==> src/rtl/core/orwp_pkg.sv <==
// Shared types and constants for the OLED region write packer.
// No dependencies; compiled first.
package orwp_pkg;

   // Controller opcodes for the window header
   localparam logic [7:0] OP_ROW_WINDOW = 8'h75;
   localparam logic [7:0] OP_COL_WINDOW = 8'h15;
   localparam logic [7:0] OP_WRITE_RAM  = 8'h5c;

   // Request command codes
   localparam logic CMD_REGION = 1'b0;
   localparam logic CMD_PIXEL  = 1'b1;

   localparam logic [6:0] COLUMN_OFFSET_RESET = 7'd28;

   localparam int MAX_COLUMNS_DEFAULT = 256;
   localparam int MAX_ROWS_DEFAULT    = 128;

   // Queue between front and back
   localparam int QUEUE_DEPTH = 4;

   // Header byte sequencer steps
   typedef enum logic [2:0] {
      STEP_ROW_CMD,
      STEP_ROW_FIRST,
      STEP_ROW_LAST,
      STEP_COL_CMD,
      STEP_COL_FIRST,
      STEP_COL_LAST,
      STEP_WRITE_RAM
   } hdr_step_type;

   // One queued job: either a whole window header or one data byte
   typedef struct packed {
      logic       is_header;
      logic [6:0] row_first;
      logic [6:0] row_last;
      logic [7:0] col_first;
      logic [7:0] col_last;
      logic [7:0] data_byte;
      logic       last;
   } orwp_entry_type;

   // Queue status seen by the back end and the request handshake
   typedef struct packed {
      logic empty;
      logic full;
   } orwp_qstat_type;

endpackage

==> src/rtl/core/orwp_if.sv <==
// Channel interfaces for the OLED region write packer: request, response, csr write.
// Depends on nothing; compiled after orwp_pkg.
interface orwp_req_if;
   logic       valid;
   logic       ready;
   logic       cmd;
   logic [7:0] x_first;
   logic [7:0] x_last;
   logic [6:0] y_first;
   logic [6:0] y_last;
   logic [7:0] pixel_value;
   modport source (output valid, cmd, x_first, x_last, y_first, y_last, pixel_value,
                   input ready);
   modport sink   (input valid, cmd, x_first, x_last, y_first, y_last, pixel_value,
                   output ready);
endinterface

interface orwp_rsp_if;
   logic       valid;
   logic       ready;
   logic [7:0] out_byte;
   logic       is_data;
   logic       last;
   modport source (output valid, out_byte, is_data, last, input ready);
   modport sink   (input valid, out_byte, is_data, last, output ready);
endinterface

interface orwp_csr_if;
   logic       valid;
   logic       ready;
   logic [6:0] column_offset;
   modport source (output valid, column_offset, input ready);
   modport sink   (input valid, column_offset, output ready);
endinterface

==> src/rtl/core/orwp_front.sv <==
// Front end: accepts requests, holds pixel count and pending nibble, builds queue jobs.
// Depends on orwp_pkg.
module orwp_front #(
   parameter int MAX_COLUMNS = orwp_pkg::MAX_COLUMNS_DEFAULT,
   parameter int MAX_ROWS    = orwp_pkg::MAX_ROWS_DEFAULT
) (
   input  logic                    clock,
   input  logic                    reset,
   input  logic                    accept,
   input  logic                    cmd,
   input  logic [7:0]              x_first,
   input  logic [7:0]              x_last,
   input  logic [6:0]              y_first,
   input  logic [6:0]              y_last,
   input  logic [7:0]              pixel_value,
   input  logic                    csr_write,
   input  logic [6:0]              csr_data,
   output logic                    push,
   output orwp_pkg::orwp_entry_type push_entry
);
   import orwp_pkg::*;

   localparam logic [7:0] X_MAX = 8'(MAX_COLUMNS - 1);
   localparam logic [6:0] Y_MAX = 7'(MAX_ROWS - 1);

   logic [6:0]  column_offset_ff, column_offset_in;
   logic [15:0] pixels_left_ff, pixels_left_in;
   logic [3:0]  held_nibble_ff, held_nibble_in;
   logic        nibble_held_ff, nibble_held_in;

   logic [7:0]  xa, xb;
   logic [6:0]  ya, yb;
   logic [6:0]  groups;
   logic [8:0]  dx;
   logic [7:0]  dy;
   logic [16:0] area;
   logic        reversed;
   logic [3:0]  nib;

   always_comb begin
      xa = (x_first > X_MAX) ? X_MAX : x_first;
      xb = (x_last  > X_MAX) ? X_MAX : x_last;
      ya = (y_first > Y_MAX) ? Y_MAX : y_first;
      yb = (y_last  > Y_MAX) ? Y_MAX : y_last;
      groups   = {1'b0, xb[7:2]} - {1'b0, xa[7:2]} + 7'd1;
      dx       = {groups, 2'b00};
      dy       = {1'b0, yb} - {1'b0, ya} + 8'd1;
      area     = dx * dy;
      reversed = (xb[7:2] < xa[7:2]) || (yb < ya);
      nib      = pixel_value[7:4];
   end

   always_comb begin
      column_offset_in = csr_write ? csr_data : column_offset_ff;
      pixels_left_in   = pixels_left_ff;
      held_nibble_in   = held_nibble_ff;
      nibble_held_in   = nibble_held_ff;
      push             = 1'b0;
      push_entry.is_header = (cmd == CMD_REGION);
      push_entry.row_first = ya;
      push_entry.row_last  = yb;
      push_entry.col_first = 8'(column_offset_ff) + {2'b00, xa[7:2]};
      push_entry.col_last  = 8'(column_offset_ff) + {2'b00, xb[7:2]};
      push_entry.data_byte = {held_nibble_ff, nib};
      push_entry.last      = (pixels_left_ff == 16'd1);
      if (accept) begin
         if (cmd == CMD_REGION) begin
            push           = 1'b1;
            pixels_left_in = reversed ? 16'd0 : area[15:0];
            held_nibble_in = 4'd0;
            nibble_held_in = 1'b0;
         end else if (pixels_left_ff != 16'd0) begin
            pixels_left_in = pixels_left_ff - 16'd1;
            if (!nibble_held_ff) begin
               held_nibble_in = nib;
               nibble_held_in = 1'b1;
            end else begin
               push           = 1'b1;
               held_nibble_in = 4'd0;
               nibble_held_in = 1'b0;
            end
         end
      end
   end

   always_ff @(posedge clock) begin
      if (reset) begin
         column_offset_ff <= COLUMN_OFFSET_RESET;
         pixels_left_ff   <= '0;
         held_nibble_ff   <= '0;
         nibble_held_ff   <= 1'b0;
      end else begin
         column_offset_ff <= column_offset_in;
         pixels_left_ff   <= pixels_left_in;
         held_nibble_ff   <= held_nibble_in;
         nibble_held_ff   <= nibble_held_in;
      end
   end

endmodule

==> src/rtl/core/orwp_queue.sv <==
// Short job queue between the front end and the byte sequencer.
// Depends on orwp_pkg.
module orwp_queue (
   input  logic                     clock,
   input  logic                     reset,
   input  logic                     push,
   input  orwp_pkg::orwp_entry_type push_entry,
   input  logic                     pop,
   output orwp_pkg::orwp_entry_type head,
   output orwp_pkg::orwp_qstat_type stat
);
   import orwp_pkg::*;

   localparam int PTR_W = $clog2(QUEUE_DEPTH);
   localparam int CNT_W = $clog2(QUEUE_DEPTH + 1);

   orwp_entry_type   slot_ff [QUEUE_DEPTH];
   logic [PTR_W-1:0] wr_ptr_ff, wr_ptr_in;
   logic [PTR_W-1:0] rd_ptr_ff, rd_ptr_in;
   logic [CNT_W-1:0] count_ff, count_in;

   always_comb begin
      stat.empty = (count_ff == '0);
      stat.full  = (count_ff == CNT_W'(QUEUE_DEPTH));
      head       = slot_ff[rd_ptr_ff];
      wr_ptr_in  = push ? PTR_W'((wr_ptr_ff + 1'b1) % QUEUE_DEPTH) : wr_ptr_ff;
      rd_ptr_in  = pop  ? PTR_W'((rd_ptr_ff + 1'b1) % QUEUE_DEPTH) : rd_ptr_ff;
      count_in   = count_ff + CNT_W'(push) - CNT_W'(pop);
   end

   always_ff @(posedge clock) begin
      if (reset) begin
         wr_ptr_ff <= '0;
         rd_ptr_ff <= '0;
         count_ff  <= '0;
      end else begin
         wr_ptr_ff <= wr_ptr_in;
         rd_ptr_ff <= rd_ptr_in;
         count_ff  <= count_in;
      end
   end

   always_ff @(posedge clock) begin
      if (push) begin
         slot_ff[wr_ptr_ff] <= push_entry;
      end
   end

   a_no_overflow: assert property (@(posedge clock) disable iff (reset)
      push |-> (!stat.full || pop))
      else $error("queue push while full");

   a_no_underflow: assert property (@(posedge clock) disable iff (reset)
      pop |-> !stat.empty)
      else $error("queue pop while empty");

   a_count_tracks: assert property (@(posedge clock) disable iff (reset)
      (push && !pop) |=> (count_ff == $past(count_ff) + 1'b1))
      else $error("queue count did not advance on push");

endmodule

==> src/rtl/core/orwp_back.sv <==
// Back end: expands queued jobs into response bytes behind an output register.
// Depends on orwp_pkg.
module orwp_back (
   input  logic                     clock,
   input  logic                     reset,
   input  orwp_pkg::orwp_entry_type head,
   input  orwp_pkg::orwp_qstat_type stat,
   output logic                     pop,
   output logic                     rsp_valid,
   input  logic                     rsp_ready,
   output logic [7:0]               rsp_byte,
   output logic                     rsp_is_data,
   output logic                     rsp_last
);
   import orwp_pkg::*;

   hdr_step_type step_ff, step_in;
   logic         valid_ff, valid_in;
   logic [7:0]   byte_ff, byte_in;
   logic         is_data_ff, is_data_in;
   logic         last_ff, last_in;
   logic         load;
   logic [7:0]   hdr_byte;
   logic         hdr_is_data;
   hdr_step_type hdr_next;

   always_comb begin
      hdr_byte    = OP_ROW_WINDOW;
      hdr_is_data = 1'b0;
      hdr_next    = STEP_ROW_FIRST;
      case (step_ff)
         STEP_ROW_CMD: begin
            hdr_byte = OP_ROW_WINDOW; hdr_is_data = 1'b0; hdr_next = STEP_ROW_FIRST;
         end
         STEP_ROW_FIRST: begin
            hdr_byte = {1'b0, head.row_first}; hdr_is_data = 1'b1;
            hdr_next = STEP_ROW_LAST;
         end
         STEP_ROW_LAST: begin
            hdr_byte = {1'b0, head.row_last}; hdr_is_data = 1'b1;
            hdr_next = STEP_COL_CMD;
         end
         STEP_COL_CMD: begin
            hdr_byte = OP_COL_WINDOW; hdr_is_data = 1'b0; hdr_next = STEP_COL_FIRST;
         end
         STEP_COL_FIRST: begin
            hdr_byte = head.col_first; hdr_is_data = 1'b1; hdr_next = STEP_COL_LAST;
         end
         STEP_COL_LAST: begin
            hdr_byte = head.col_last; hdr_is_data = 1'b1; hdr_next = STEP_WRITE_RAM;
         end
         STEP_WRITE_RAM: begin
            hdr_byte = OP_WRITE_RAM; hdr_is_data = 1'b0; hdr_next = STEP_ROW_CMD;
         end
         default: begin
            hdr_byte = OP_ROW_WINDOW; hdr_is_data = 1'b0; hdr_next = STEP_ROW_CMD;
         end
      endcase

      load       = (!valid_ff || rsp_ready) && !stat.empty;
      step_in    = step_ff;
      valid_in   = valid_ff && !rsp_ready;
      byte_in    = byte_ff;
      is_data_in = is_data_ff;
      last_in    = last_ff;
      pop        = 1'b0;
      if (load) begin
         valid_in = 1'b1;
         if (head.is_header) begin
            byte_in    = hdr_byte;
            is_data_in = hdr_is_data;
            last_in    = 1'b0;
            step_in    = hdr_next;
            pop        = (step_ff == STEP_WRITE_RAM);
         end else begin
            byte_in    = head.data_byte;
            is_data_in = 1'b1;
            last_in    = head.last;
            pop        = 1'b1;
         end
      end
   end

   always_ff @(posedge clock) begin
      if (reset) begin
         step_ff  <= STEP_ROW_CMD;
         valid_ff <= 1'b0;
      end else begin
         step_ff  <= step_in;
         valid_ff <= valid_in;
      end
   end

   always_ff @(posedge clock) begin
      byte_ff    <= byte_in;
      is_data_ff <= is_data_in;
      last_ff    <= last_in;
   end

   assign rsp_valid   = valid_ff;
   assign rsp_byte    = byte_ff;
   assign rsp_is_data = is_data_ff;
   assign rsp_last    = last_ff;

endmodule

==> src/rtl/core/oled_region_write_packer.sv <==
// Top level of the OLED region write packer: front end, job queue, byte sequencer.
// Depends on orwp_pkg, orwp_if, orwp_front, orwp_queue, orwp_back.

// A region request (cmd 0) produces seven response bytes: row window command,
// first row, last row, column window command, offset plus first column group,
// offset plus last column group, and write RAM; it also loads a pixel count of
// width times height, with the column span widened to whole groups of four.
// Each pixel request (cmd 1) contributes its upper nibble; every second pixel
// yields one data byte, earlier pixel high, and the byte that empties the count
// has last set. Pixels with no count left are dropped. Requests are taken one
// per cycle while the four-entry job queue has room; the front end classifies
// and updates the count in the accept cycle. The back end sends one byte per
// cycle while rsp_ch.ready is high: a header job yields seven bytes, a data
// job one, so a steady pixel stream runs at one request per cycle while rsp_ch.ready stays high. The column
// offset csr is always ready and should be written only while the block is idle.
module oled_region_write_packer #(
   parameter int MAX_COLUMNS = orwp_pkg::MAX_COLUMNS_DEFAULT,
   parameter int MAX_ROWS    = orwp_pkg::MAX_ROWS_DEFAULT
) (
   input logic        clock,
   input logic        reset,
   orwp_req_if.sink   req_ch,
   orwp_rsp_if.source rsp_ch,
   orwp_csr_if.sink   csr_ch
);
   import orwp_pkg::*;

   orwp_entry_type push_entry;
   orwp_entry_type head;
   orwp_qstat_type stat;
   logic           push;
   logic           pop;
   logic           accept;

   // Request taken whenever the queue can absorb a job
   assign req_ch.ready = !stat.full;
   assign accept       = req_ch.valid && req_ch.ready;

   // Column offset register lives in the front end; writes never stall
   assign csr_ch.ready = 1'b1;

   orwp_front #(
      .MAX_COLUMNS (MAX_COLUMNS),
      .MAX_ROWS    (MAX_ROWS)
   ) u_front (
      .clock       (clock),
      .reset       (reset),
      .accept      (accept),
      .cmd         (req_ch.cmd),
      .x_first     (req_ch.x_first),
      .x_last      (req_ch.x_last),
      .y_first     (req_ch.y_first),
      .y_last      (req_ch.y_last),
      .pixel_value (req_ch.pixel_value),
      .csr_write   (csr_ch.valid),
      .csr_data    (csr_ch.column_offset),
      .push        (push),
      .push_entry  (push_entry)
   );

   orwp_queue u_queue (
      .clock      (clock),
      .reset      (reset),
      .push       (push),
      .push_entry (push_entry),
      .pop        (pop),
      .head       (head),
      .stat       (stat)
   );

   // Output register inside the back end holds each response byte; rsp_ch.ready still reaches pop directly
   orwp_back u_back (
      .clock       (clock),
      .reset       (reset),
      .head        (head),
      .stat        (stat),
      .pop         (pop),
      .rsp_valid   (rsp_ch.valid),
      .rsp_ready   (rsp_ch.ready),
      .rsp_byte    (rsp_ch.out_byte),
      .rsp_is_data (rsp_ch.is_data),
      .rsp_last    (rsp_ch.last)
   );

endmodule
==> src/flat_wrapper.sv <==
// flat-port wrapper written by rule: the top's interface ports become plain ports
module oled_region_write_packer_flat import orwp_pkg::*;
#(
   parameter int MAX_COLUMNS = orwp_pkg::MAX_COLUMNS_DEFAULT,
   parameter int MAX_ROWS    = orwp_pkg::MAX_ROWS_DEFAULT
)
  (clock, reset, req_ch_valid, req_ch_cmd, req_ch_x_first, req_ch_x_last, req_ch_y_first, req_ch_y_last, req_ch_pixel_value, req_ch_ready, rsp_ch_valid, rsp_ch_out_byte, rsp_ch_is_data, rsp_ch_last, rsp_ch_ready, csr_ch_valid, csr_ch_column_offset, csr_ch_ready);
  orwp_req_if req_ch_i ();
  orwp_rsp_if rsp_ch_i ();
  orwp_csr_if csr_ch_i ();
  input logic clock;
  input logic reset;
  input wire logic [$bits(req_ch_i.valid)-1:0] req_ch_valid;
  input wire logic [$bits(req_ch_i.cmd)-1:0] req_ch_cmd;
  input wire logic [$bits(req_ch_i.x_first)-1:0] req_ch_x_first;
  input wire logic [$bits(req_ch_i.x_last)-1:0] req_ch_x_last;
  input wire logic [$bits(req_ch_i.y_first)-1:0] req_ch_y_first;
  input wire logic [$bits(req_ch_i.y_last)-1:0] req_ch_y_last;
  input wire logic [$bits(req_ch_i.pixel_value)-1:0] req_ch_pixel_value;
  output wire logic [$bits(req_ch_i.ready)-1:0] req_ch_ready;
  output wire logic [$bits(rsp_ch_i.valid)-1:0] rsp_ch_valid;
  output wire logic [$bits(rsp_ch_i.out_byte)-1:0] rsp_ch_out_byte;
  output wire logic [$bits(rsp_ch_i.is_data)-1:0] rsp_ch_is_data;
  output wire logic [$bits(rsp_ch_i.last)-1:0] rsp_ch_last;
  input wire logic [$bits(rsp_ch_i.ready)-1:0] rsp_ch_ready;
  input wire logic [$bits(csr_ch_i.valid)-1:0] csr_ch_valid;
  input wire logic [$bits(csr_ch_i.column_offset)-1:0] csr_ch_column_offset;
  output wire logic [$bits(csr_ch_i.ready)-1:0] csr_ch_ready;
  assign req_ch_i.valid = req_ch_valid;
  assign req_ch_i.cmd = req_ch_cmd;
  assign req_ch_i.x_first = req_ch_x_first;
  assign req_ch_i.x_last = req_ch_x_last;
  assign req_ch_i.y_first = req_ch_y_first;
  assign req_ch_i.y_last = req_ch_y_last;
  assign req_ch_i.pixel_value = req_ch_pixel_value;
  assign req_ch_ready = req_ch_i.ready;
  assign rsp_ch_valid = rsp_ch_i.valid;
  assign rsp_ch_out_byte = rsp_ch_i.out_byte;
  assign rsp_ch_is_data = rsp_ch_i.is_data;
  assign rsp_ch_last = rsp_ch_i.last;
  assign rsp_ch_i.ready = rsp_ch_ready;
  assign csr_ch_i.valid = csr_ch_valid;
  assign csr_ch_i.column_offset = csr_ch_column_offset;
  assign csr_ch_ready = csr_ch_i.ready;
  oled_region_write_packer #(.MAX_COLUMNS(MAX_COLUMNS), .MAX_ROWS(MAX_ROWS)) u_core (.clock(clock), .reset(reset), .req_ch(req_ch_i), .rsp_ch(rsp_ch_i), .csr_ch(csr_ch_i));
endmodule
==> config.mk <==
export PLATFORM = sky130hd
export DESIGN_NAME = oled_region_write_packer_flat
export DESIGN_NICKNAME = d
export VERILOG_FILES = /design/src/rtl/core/orwp_pkg.sv /design/src/rtl/core/orwp_if.sv /design/src/rtl/core/orwp_front.sv /design/src/rtl/core/orwp_queue.sv /design/src/rtl/core/orwp_back.sv /design/src/rtl/core/oled_region_write_packer.sv /design/src/flat_wrapper.sv
export SDC_FILE = /design/constraint.sdc
export NUM_CORES = 1
export LEC_CHECK = 0
export ABC_AREA = 0
export BUFFER_PORTS_ARGS = -buffer_cell sky130_fd_sc_hd__buf_4
export CAP_MARGIN = 20
export CORE_AREA = 2 2 137 139
export CTS_CLUSTER_DIAMETER = 80
export DETAILED_ROUTE_END_ITERATION = 16
export DIE_AREA = 0 0 139 141
export PLACE_DENSITY = 0.91
export SKIP_LAST_GASP = 1
export SYNTH_ARGS = -nofsm -noshare
export SYNTH_HDL_FRONTEND = slang
export SYNTH_SLANG_ARGS = --single-unit
==> constraint.sdc <==
create_clock -name clock -period 13.16 [get_ports clock]
set_clock_uncertainty 0.05 [all_clocks]
set_input_delay 0.658 -clock clock [delete_from_list [all_inputs] [get_ports clock]]
set_output_delay 0.658 -clock clock [all_outputs]
set_load 0.02 [all_outputs]
==> flow_summary.json, run 1 <==
{
  "syn_area_per_cell_sq_um": 12.7,
  "synthCells": 913,
  "synth_seq_area_share_pct": 51.1,
  "drt_iter0_markers": 764,
  "setup_violations": 0,
  "cts_hold_buffers": 0,
  "power_leakage_uw": 0.00495,
  "slew_headroom_pct": 24.8,
  "vias": 7515,
  "maxCapViolCount": 0,
  "ant_nets": 0,
  "core_sq_um": 18300,
  "rows": 50,
  "final_cell_mix": "edfxtp_1 (170), inv_1 (88), nor2_1 (87)",
  "die_y_microns": 141,
  "rsz0062_at_grt": "false",
  "async_flop_share_pct": 0,
  "numCtsBuffers": 21,
  "setup_tns_ns": 0,
  "antenna_found_initial": 0,
  "synth_cell_types": 69,
  "cts_resized": 0,
  "synth_edf_count": 170,
  "worstRegToRegCells": 13,
  "dp_hpwl_microns": 17400,
  "syn_area_sq_um": 11600,
  "cts_setup_buffers": 0,
  "ys_ff_latch": 211,
  "clk_latency_ns": 0.49,
  "clkTransAtPathRegs_ns": 0.07,
  "nets": 1121,
  "finalHoldViolations": 0,
  "n_fill_cell": 1130,
  "routedWlPerCell_microns": 21.5,
  "syn2layout_area_growth_pct": 10.7,
  "grt_max_degree": 41,
  "die_w_microns": 139,
  "criticalPathCategory": "in2reg",
  "cts_tree": "built",
  "grt_usage_pct": 26.8,
  "status": "finished, final reports clean",
  "tightest_slew_ns": 1.13,
  "final_common_cell": "edfxtp_1",
  "via_per_inst": 6.25,
  "powerDensity_nw_per_um2": 236,
  "grt_pass1_vias": 7793,
  "max-vdd-ir-drop_v": 0.000338,
  "min_period_over_period_pct": 49.2,
  "crit_fanout": 8,
  "synth_ff_type": "edfxtp_1",
  "wirelength_microns": 25800,
  "hold_depth": 1,
  "min_period_ns": 6.47,
  "end_kind": "flop",
  "n_antenna_cell": 0,
  "synth.net_count": 1080,
  "clock_sinks": 211,
  "grt_overflow_total": 0,
  "clock_path_buffers": 3,
  "max_freq_ghz": 0.154,
  "crit_required_ns": 13.48,
  "ioPinCount": 64,
  "slew_violations": 0,
  "dp_cells": 1163,
  "grt_pass1_wl_microns": 41400,
  "gp_routability_congestion": 0.866,
  "startpoint_type": "input pin",
  "critPathArrivalTime_ns": 6.80,
  "start_util_pct": 63.5,
  "stdcell_count": 1203,
  "die_area_sq_um": 19600,
  "drc": 0,
  "cts_root_buffer": "clkbuf_16",
  "yosys_warnings": 0,
  "io_buffers": 54,
  "htreeDepth": 1,
  "drive_gt1_share_pct": 16.7,
  "worst_hold_path_type": "in2reg",
  "timing.hold.ws_ns": 0.331,
  "drt_pass1_iterations": 12
}
-- synth_stat cells (4+ instances only) --
master / n / area, sq um
o21a_1: 11 / 82.6
buf_6: 4 / 45.0
mux2_2: 4 / 45.0
o21ai_0: 24 / 120
a21o_1: 12 / 90.1
clkinv_1: 4 / 15.0
nor2_1: 87 / 327
o211ai_1: 4 / 30.0
o21bai_1: 7 / 52.6
a211oi_1: 5 / 37.5
nand3_1: 11 / 55.1
nand2_1: 39 / 146
inv_1: 88 / 330
xnor2_1: 21 / 184
mux4_2: 40 / 901
o22ai_1: 6 / 37.5
dfxtp_1: 41 / 821
nand2b_1: 8 / 50.1
clkbuf_1: 25 / 93.8
a21oi_1: 46 / 230
edfxtp_1: 170 / 5100
and2_1: 4 / 25.0
mux2i_1: 12 / 120
nor3_1: 12 / 60.1
buf_2: 7 / 35.0
a31oi_1: 8 / 50.1
nor2b_1: 11 / 68.8
xor2_1: 12 / 105
fa_1: 37 / 741
ha_1: 79 / 988
or2_2: 6 / 37.5
o21ai_1: 4 / 20.0
-- metal layers --
layer	track usage (%)	part of all wire [%]	wire length, microns
met5	0	0	0
met4	8.72	3.6	922
met1	34.3	38	9790
met2	47.3	51	13200
met3	4.11	7.6	1950
-- cell type report --
cell class / count / area [sq um] / area share (%)
Multi-Input combinational cell: 568 / 5120 / 39.9
Timing Repair Buffer: 60 / 475 / 3.70
Clock buffer: 21 / 526 / 4.09
Sequential cell: 211 / 5930 / 46.2
Inverter: 92 / 345 / 2.69
Tap cell: 234 / 293 / 2.28
Clock inverter: 17 / 151 / 1.18
-- kinds of logic (layout without fill, tap and decap cells) --
logic type	after synthesis	after routing	share of synthesized area, %
buffers and inverters	134	190	4.77
AND/OR/NAND/NOR	203	203	8.38
AO/OA/AOI/OAI	159	159	9.14
adder cells (fa/ha/maj)	116	116	14.9
other	1	1	0.0323
XOR/XNOR	33	33	2.49
flip-flops	211	211	51.1
multiplexers	56	56	9.19
-- power breakdown --
part | internal [uW] | total (uW) | leakage, uW | switching (uW)
Combinational | 661 | 1550 | 0.00274 | 889
Sequential | 840 | 898 | 0.00189 | 57.7
Clock | 334 | 582 | 0.000326 | 248
Total | 1830 | 3030 | 0.00495 | 1200
-- metrics by stage --
| step | power, uW | utilization [%] | area, sq um | setup WS, ns |
|---|---|---|---|---|
| 2_1_floorplan | 2080 | - | 11600 | 7.08 |
| 3_3_place_gp | 2370 | 66.4 | 12100 | 6.44 |
| 3_5_place_dp | 2430 | 66.4 | 12100 | 6.22 |
| 4_1_cts | 3020 | 70.1 | 12800 | 6.73 |
| 5_1_grt | 3250 | 70.3 | 12800 | 6.36 |
| 6_report | 3030 | 70.3 | 12800 | 6.69 |
-- state kept, by name, summed over array words and instances, names as in the netlist, 2 cells and up, named ones only --
| register | cells |
|---|---|
| u_core.u_queue.slot_ff | 160 |
| u_core.u_front.pixels_left_ff | 16 |
| u_core.u_back.rsp_byte | 8 |
| u_core.u_front.column_offset_ff | 7 |
| u_core.u_front.held_nibble_ff | 4 |
| u_core.u_back.step_ff | 3 |
| u_core.u_queue.count_ff | 3 |
| u_core.u_queue.rd_ptr_ff | 2 |
| u_core.u_queue.wr_ptr_ff | 2 |
-- worst paths after layout --
check	from	endpoint	slack, ns
setup reg to reg	u_core.u_front.pixels_left_ff[11]	u_core.u_queue.count_ff[2]	9.99
hold / removal	req_ch_pixel_value[7]	u_core.u_queue.slot_ff[2][4]	0.33
hold reg to reg	u_core.u_front.pixels_left_ff[13]	u_core.u_front.pixels_left_ff[13]	0.45
setup / recovery	req_ch_x_last[3]	u_core.u_front.pixels_left_ff[15]	6.69
-- worst max-delay path, cell delays in order --
cell	delay (ns)
buf_4	0.13
inv_1	0.11
ha_1	0.26
inv_1	0.07
ha_1	0.19
inv_1	0.07
fa_1	0.41
inv_1	0.09
a21o_1	0.11
a21oi_1	0.07
xnor2_1	0.63
nand2b_1	0.22
fa_1	0.45
fa_1	0.55
inv_1	0.06
fa_1	0.55
inv_1	0.07
fa_1	0.55
inv_1	0.04
ha_1	0.34
o21a_1	0.16
o2111ai_1	0.13
or2_2	0.29
a311oi_1	0.32
nand3b_1	0.17
o221ai_2	0.09
Note: power is estimated with default switching activity, not from simulation.
==> run 2, diff against run 1 <==
--- a/config.mk
+++ b/config.mk
@@ -5,14 +5,14 @@
 export SDC_FILE = /design/constraint.sdc
 export NUM_CORES = 1
 export LEC_CHECK = 0
-export ABC_AREA = 0
+export ABC_AREA = 1
 export BUFFER_PORTS_ARGS = -buffer_cell sky130_fd_sc_hd__buf_4
 export CAP_MARGIN = 20
-export CORE_AREA = 2 2 137 139
+export CORE_AREA = 2 2 141 143
 export CTS_CLUSTER_DIAMETER = 80
 export DETAILED_ROUTE_END_ITERATION = 16
-export DIE_AREA = 0 0 139 141
-export PLACE_DENSITY = 0.91
+export DIE_AREA = 0 0 143 145
+export PLACE_DENSITY = 0.88
 export SKIP_LAST_GASP = 1
 export SYNTH_ARGS = -nofsm -noshare
 export SYNTH_HDL_FRONTEND = slang
==> constraint.sdc (replaced) <==
create_clock -name clock -period 6.23 [get_ports clock]
set_clock_uncertainty 0.05 [all_clocks]
set_input_delay 0.3115 -clock clock [delete_from_list [all_inputs] [get_ports clock]]
set_output_delay 0.3115 -clock clock [all_outputs]
set_load 0.02 [all_outputs]
==> run 2 against run 1 <==
Compared with the run above:
- register-to-register slack got worse by 7.3 ns
- area after synthesis up 1.4%
- power grew 110%
- largest power group unchanged
==> flow_summary.json, run 2 <==
{
  "status": "finished, final reports clean",
  "finalHoldViolations": 0,
  "async_flop_share_pct": 0,
  "netSwitchingFraction_pct": 42.8,
  "synth_edf_count": 170,
  "seqCellArea_sq_um": 5930,
  "crit_fanout": 6,
  "synth_seq_area_share_pct": 50.4,
  "antenna_found_initial": 0,
  "cts_setup_buffers": 0,
  "yosysTopAreaCell": "edfxtp_1",
  "multi_input_area_sq_um": 5020,
  "criticalPathCategory": "in2reg",
  "grt_overflow_total": 0,
  "min_period_over_period_pct": 93.1,
  "via_per_inst": 5.84,
  "min_period_ns": 5.80,
  "synth_cell_types": 44,
  "power_leakage_uw": 0.00558,
  "die_area_sq_um": 20700,
  "ioPinCount": 64,
  "dp_hpwl_microns": 18100,
  "pwr-share-comb_pct": 52.2,
  "slew_headroom_pct": 45.3,
  "largest_register_ffs": 160,
  "synthTopCellsByCount": "nor2_1 (175), edfxtp_1 (170), inv_1 (157)",
  "start_util_pct": 61.2,
  "grt_pass1_vias": 8994,
  "htreeDepth": 1,
  "worst_hold_path_type": "in2reg",
  "n_fill_cell": 1303,
  "yosys_warnings": 0,
  "max_freq_ghz": 0.172,
  "grt_pass1_wl_microns": 45100,
  "seqPwrFrac_pct": 28.6,
  "clkPwrFrac_pct": 19.2,
  "timing.hold.ws_ns": 0.0102,
  "drt_pass1_iterations": 5,
  "n_antenna_cell": 0,
  "internal-power_uw": 3730,
  "wirelength_microns": 27800,
  "synth.net_count": 1385,
  "synthCells": 1218,
  "cts_root_buffer": "clkbuf_16",
  "final_common_cell": "nor2_1",
  "setup_tns_ns": 0,
  "synth_ff_type": "edfxtp_1",
  "critPathArrivalTime_ns": 6.15,
  "core_sq_um": 19200,
  "syn2layout_area_growth_pct": 12.4,
  "crit_required_ns": 6.58,
  "drive_gt1_share_pct": 9.11,
  "tightest_slew_ns": 0.820,
  "synth_area_leaders": "edfxtp_1 (43%), ha_1 (8.4%), dfxtp_1 (7.0%)",
  "die_w_microns": 143,
  "clock_sinks": 211,
  "nets": 1439,
  "rsz0062_at_grt": "false",
  "startpoint_type": "input pin",
  "p_switching_uw": 2790,
  "syn_area_per_cell_sq_um": 9.66,
  "grt_usage_pct": 27.7,
  "io_buffers": 54,
  "clock_path_buffers": 3,
  "final_cell_mix": "nor2_1 (171), edfxtp_1 (170), inv_1 (157)",
  "die_y_microns": 145,
  "routedWlPerCell_microns": 18.0,
  "gp_routability_congestion": 0.924,
  "end_kind": "flop",
  "setup_violations": 0,
  "ant_nets": 0,
  "slew_violations": 0,
  "vias": 9053,
  "rows": 51,
  "max-vdd-ir-drop_v": 0.00101,
  "cts_resized": 0,
  "drc": 0,
  "ys_ff_latch": 211,
  "syn_area_sq_um": 11800,
  "top_register": "u_core.u_queue.slot_ff",
  "powerDensity_nw_per_um2": 493,
  "drt_iter0_markers": 818,
  "clk_latency_ns": 0.51,
  "clkTransAtPathRegs_ns": 0.06,
  "maxCapViolCount": 0,
  "synthDominantCellAreaShare_pct": 43.4,
  "power_uw": 6510,
  "numCtsBuffers": 21,
  "cts_tree": "built",
  "grt_max_degree": 69,
  "yosysMostFrequentCell": "nor2_1"
}
-- run 2: final timing paths --
check                                        start  slack, ns                          endpoint  cells after the start
hold reg to reg        u_core.u_queue.rd_ptr_ff[1]       0.45       u_core.u_queue.rd_ptr_ff[1]                      2
hold / removal                   req_ch_y_first[6]       0.01     u_core.u_queue.slot_ff[2][38]                      1
setup reg to reg  u_core.u_front.pixels_left_ff[0]       2.68        u_core.u_queue.count_ff[2]                     16
setup / recovery                 req_ch_y_first[1]       0.43  u_core.u_front.pixels_left_ff[9]                     26
-- run 2: power groups by stage --
stage / Clock (uW) / Combinational (uW) / Sequential (uW)
2_1_floorplan: 0 / 2500 / 1900
4_1_cts: 1250 / 3370 / 1860
6_report: 1250 / 3400 / 1860
3_3_place_gp: 0 / 3220 / 1880
3_5_place_dp: 0 / 3320 / 1890
5_1_grt: 1310 / 3880 / 1880
-- run 2: kinds of logic after synthesis --
| kind of cell | Yosys count | synth area share (%) |
|---|---|---|
| AO/OA/AOI/OAI | 255 | 12.0 |
| XOR/XNOR | 27 | 2.01 |
| adder cells (fa/ha/maj) | 116 | 14.7 |
| buffers and inverters | 212 | 7.15 |
| flip-flops | 211 | 50.4 |
| other | 1 | 0.0319 |
| AND/OR/NAND/NOR | 396 | 13.7 |
-- run 2: repair_timing --
action	4_1_cts	5_1_grt
hold endpoints to repair	52	0
endpoints found under the setup margin	0	0
hold buffers	16	0
-- run 2: critical path: stages --
cell           delay [ns]
dlygate4sd3_1        0.52
buf_4                0.13
inv_1                0.05
ha_1                 0.31
inv_1                0.06
ha_1                 0.16
inv_1                0.06
fa_1                 0.41
o21bai_1             0.18
xor2_1               0.10
inv_1                0.17
nor2_1               0.08
fa_1                 0.50
inv_1                0.05
fa_1                 0.48
inv_1                0.06
fa_1                 0.54
inv_1                0.06
fa_1                 0.53
inv_1                0.05
ha_1                 0.35
a21oi_1              0.24
o21ai_0              0.14
or3_1                0.33
a31oi_1              0.18
nor2_1               0.06
-- run 2: routing by layer --
metal / vias up / routed length, microns / track usage, % / part of all wire (%)
li1: 4210 / - / - / -
met1: 4284 / 10300 / 35.1 / 37
met2: 465 / 14000 / 47.6 / 50
met3: 94 / 2280 / 3.23 / 8.2
met4: 0 / 1230 / 12.2 / 4.4
met5: - / 0 / 0 / 0
-- run 2: through the flow --
| stage | area, sq um | worst slack (ns) | std cells | utilization, % |
|---|---|---|---|---|
| floorplan | 11800 | 0.703 | 1218 | - |
| global placement | 12400 | 0.438 | 1497 | 64.4 |
| detailed placement | 12400 | 0.350 | 1497 | 64.4 |
| CTS | 13200 | 0.500 | 1548 | 68.8 |
| global route | 13200 | 0.104 | 1549 | 68.8 |
| finish | 13200 | 0.430 | 1549 | 68.8 |
-- run 2: layout make-up --
| cell class | instances | share of cell area (%) |
|---|---|---|
| clock buffers | 23 | 4.03 |
| clock inverters | 12 | 1.08 |
| inverters | 161 | 4.57 |
| multi-input cells | 795 | 38.0 |
| flip-flops and latches | 211 | 44.8 |
| well taps | 265 | 2.51 |
| repair buffers | 82 | 4.94 |
==> run 3, diff against run 2 <==
--- a/config.mk
+++ b/config.mk
@@ -8,11 +8,11 @@
 export ABC_AREA = 1
 export BUFFER_PORTS_ARGS = -buffer_cell sky130_fd_sc_hd__buf_4
 export CAP_MARGIN = 20
-export CORE_AREA = 2 2 141 143
+export CORE_AREA = 2 2 175 177
 export CTS_CLUSTER_DIAMETER = 80
 export DETAILED_ROUTE_END_ITERATION = 16
-export DIE_AREA = 0 0 143 145
-export PLACE_DENSITY = 0.88
+export DIE_AREA = 0 0 177 179
+export PLACE_DENSITY = 0.64
 export SKIP_LAST_GASP = 1
 export SYNTH_ARGS = -nofsm -noshare
 export SYNTH_HDL_FRONTEND = slang
==> run 3 against run 2 <==
Compared with the run above:
- clock-buffer cell count rose by 5
- final area rose by 1.5%
- critical path type unchanged
- sequential power barely moved
- global-route usage fell by 9.6 points
- worst setup slack improved by 0.047 ns
==> flow_summary.json, run 3 (synthesis results as in run 2) <==
{
  "netSwitchingFraction_pct": 42.9,
  "grt_max_degree": 60,
  "rows": 64,
  "vias": 8623,
  "r2r_end": "u_core.u_queue.slot_ff[3][29]",
  "drive_gt1_share_pct": 9.13,
  "core_sq_um": 30000,
  "slowest_delay_ns": 0.55,
  "wirelength_microns": 27600,
  "die_area_sq_um": 31700,
  "cts_setup_buffers": 0,
  "syn2layout_area_growth_pct": 14.1,
  "r2r_start": "u_core.u_queue.count_ff[1]",
  "die_w_microns": 177,
  "ioPinCount": 64,
  "grt_pass1_vias": 8579,
  "seqCellArea_sq_um": 5930,
  "via_per_inst": 5.11,
  "drt_iter0_markers": 624,
  "tightest_slew_ns": 1.00,
  "maxCapViolCount": 0,
  "hold_depth": 1,
  "max-vdd-ir-drop_v": 0.000871,
  "drc": 0,
  "clock_path_buffers": 3,
  "startpoint_type": "input pin",
  "gp_routability_congestion": 0.906,
  "numCtsBuffers": 23,
  "final_cell_mix": "nor2_1 (171), edfxtp_1 (170), inv_1 (156)",
  "timing.hold.ws_ns": 0.00452,
  "seqPwrFrac_pct": 28.8,
  "powerDensity_nw_per_um2": 483,
  "largest_register_ffs": 160,
  "crit_fanout": 6,
  "max_freq_ghz": 0.174,
  "clk_latency_ns": 0.51,
  "routedWlPerCell_microns": 16.3,
  "setup_tns_ns": 0,
  "final_common_cell": "nor2_1",
  "grt_usage_pct": 18.0,
  "clock_sinks": 211,
  "grt_overflow_total": 0,
  "final_util_pct": 44.7,
  "grt_pass1_wl_microns": 44700,
  "status": "finished, final reports clean",
  "die_y_microns": 179,
  "drt_pass1_iterations": 5,
  "n_antenna_cell": 0,
  "min_delay_worst_endpoint": "u_core.u_queue.slot_ff[2][25]",
  "min_period_ns": 5.75,
  "io_buffers": 54,
  "setup_violations": 0,
  "clkPwrFrac_pct": 19.6,
  "n_fill_cell": 2819,
  "worst_hold_path_type": "in2reg",
  "multi_input_area_sq_um": 5020,
  "cts_root_buffer": "clkbuf_16",
  "criticalPathCategory": "in2reg",
  "slew_headroom_pct": 32.8,
  "start_util_pct": 39.2,
  "crit_required_ns": 6.59,
  "pwr-share-comb_pct": 51.6,
  "p_switching_uw": 2780,
  "htreeDepth": 1,
  "worstRegToRegCells": 7,
  "min_period_over_period_pct": 92.3,
  "regToRegSetupSlack_ns": 2.74,
  "top_register": "u_core.u_queue.slot_ff",
  "ant_nets": 0,
  "critPathArrivalTime_ns": 6.11,
  "clkTransAtPathRegs_ns": 0.06,
  "dp_hpwl_microns": 19300,
  "min-delay-start": "req_ch_y_last[0]",
  "power_leakage_uw": 0.00560,
  "end_kind": "flop",
  "finalHoldViolations": 0,
  "slowest_stage": "fa_1",
  "cts_tree": "built",
  "antenna_found_initial": 0,
  "nets": 1442,
  "startpoint": "req_ch_y_first[3]",
  "slew_violations": 0,
  "rsz0062_at_grt": "false",
  "internal-power_uw": 3700
}
==> run 3: power by group through the flow <==
stage,clock [uW],combinational (uW),sequential (uW)
floorplan,0,2500,1900
global placement,0,3310,1890
detailed placement,0,3360,1900
CTS,1290,3380,1870
global route,1350,3900,1890
finish,1270,3350,1870
==> run 3: stage by stage <==
step                setup WS [ns]  instances  power [uW]  instance area, sq um
CTS                         0.434       1688        6530                 13400
floorplan                   0.703       1218        4400                 11800
finish                      0.477       1688        6480                 13400
global route               0.0180       1688        7130                 13400
global placement            0.390       1628        5200                 12500
detailed placement          0.346       1628        5250                 12500
==> run 3: worst max path at each step <==
stage | to | slack [ns] | depth (start not counted)
after global routing | u_core.u_front.pixels_left_ff[10] | 0.02 | 27
final | u_core.u_front.pixels_left_ff[10] | 0.48 | 27
after CTS | u_core.u_front.pixels_left_ff[10] | 0.43 | 26
after detailed placement | u_core.u_front.pixels_left_ff[10] | 0.35 | 25
after floorplan | u_core.u_front.pixels_left_ff[9] | 0.70 | 22
after global placement | u_core.u_front.pixels_left_ff[10] | 0.39 | 25
==> run 3: critical path: cells and delay by family <==
kind | cells | cell delay [ns]
AOI/OAI and AO/OA | 5 | 0.81
adders and majority gates | 7 | 3.03
xor gates and xnor gates | 2 | 0.42
buffers and inverters | 6 | 0.97
and+or+nand+nor | 7 | 0.55
==> run 3: routing by layer <==
| layer | global-route usage [%] | up-vias | wire, microns |
|---|---|---|---|
| met4 | 4.13 | 0 | 396 |
| met2 | 32.5 | 172 | 14000 |
| met5 | 0 | - | 0 |
| li1 | - | 4224 | - |
| met3 | 2.14 | 27 | 1170 |
| met1 | 23.2 | 4200 | 12000 |
==> run 3: area by class of cell <==
| class | instances | area share, % |
|---|---|---|
| flip-flops and latches | 211 | 44.2 |
| multi-input cells | 795 | 37.5 |
| repair buffers | 83 | 4.98 |
| inverters | 161 | 4.50 |
| clock buffers | 28 | 4.43 |
| well taps | 396 | 3.69 |
| clock inverters | 14 | 0.765 |
==> run 3: what timing repair did <==
action                                 in CTS  in global routing
hold buffers                               18                  0
endpoints found under the hold margin      54                  0
gates resized for setup                     0                  1
setup endpoints to repair                   0                  1
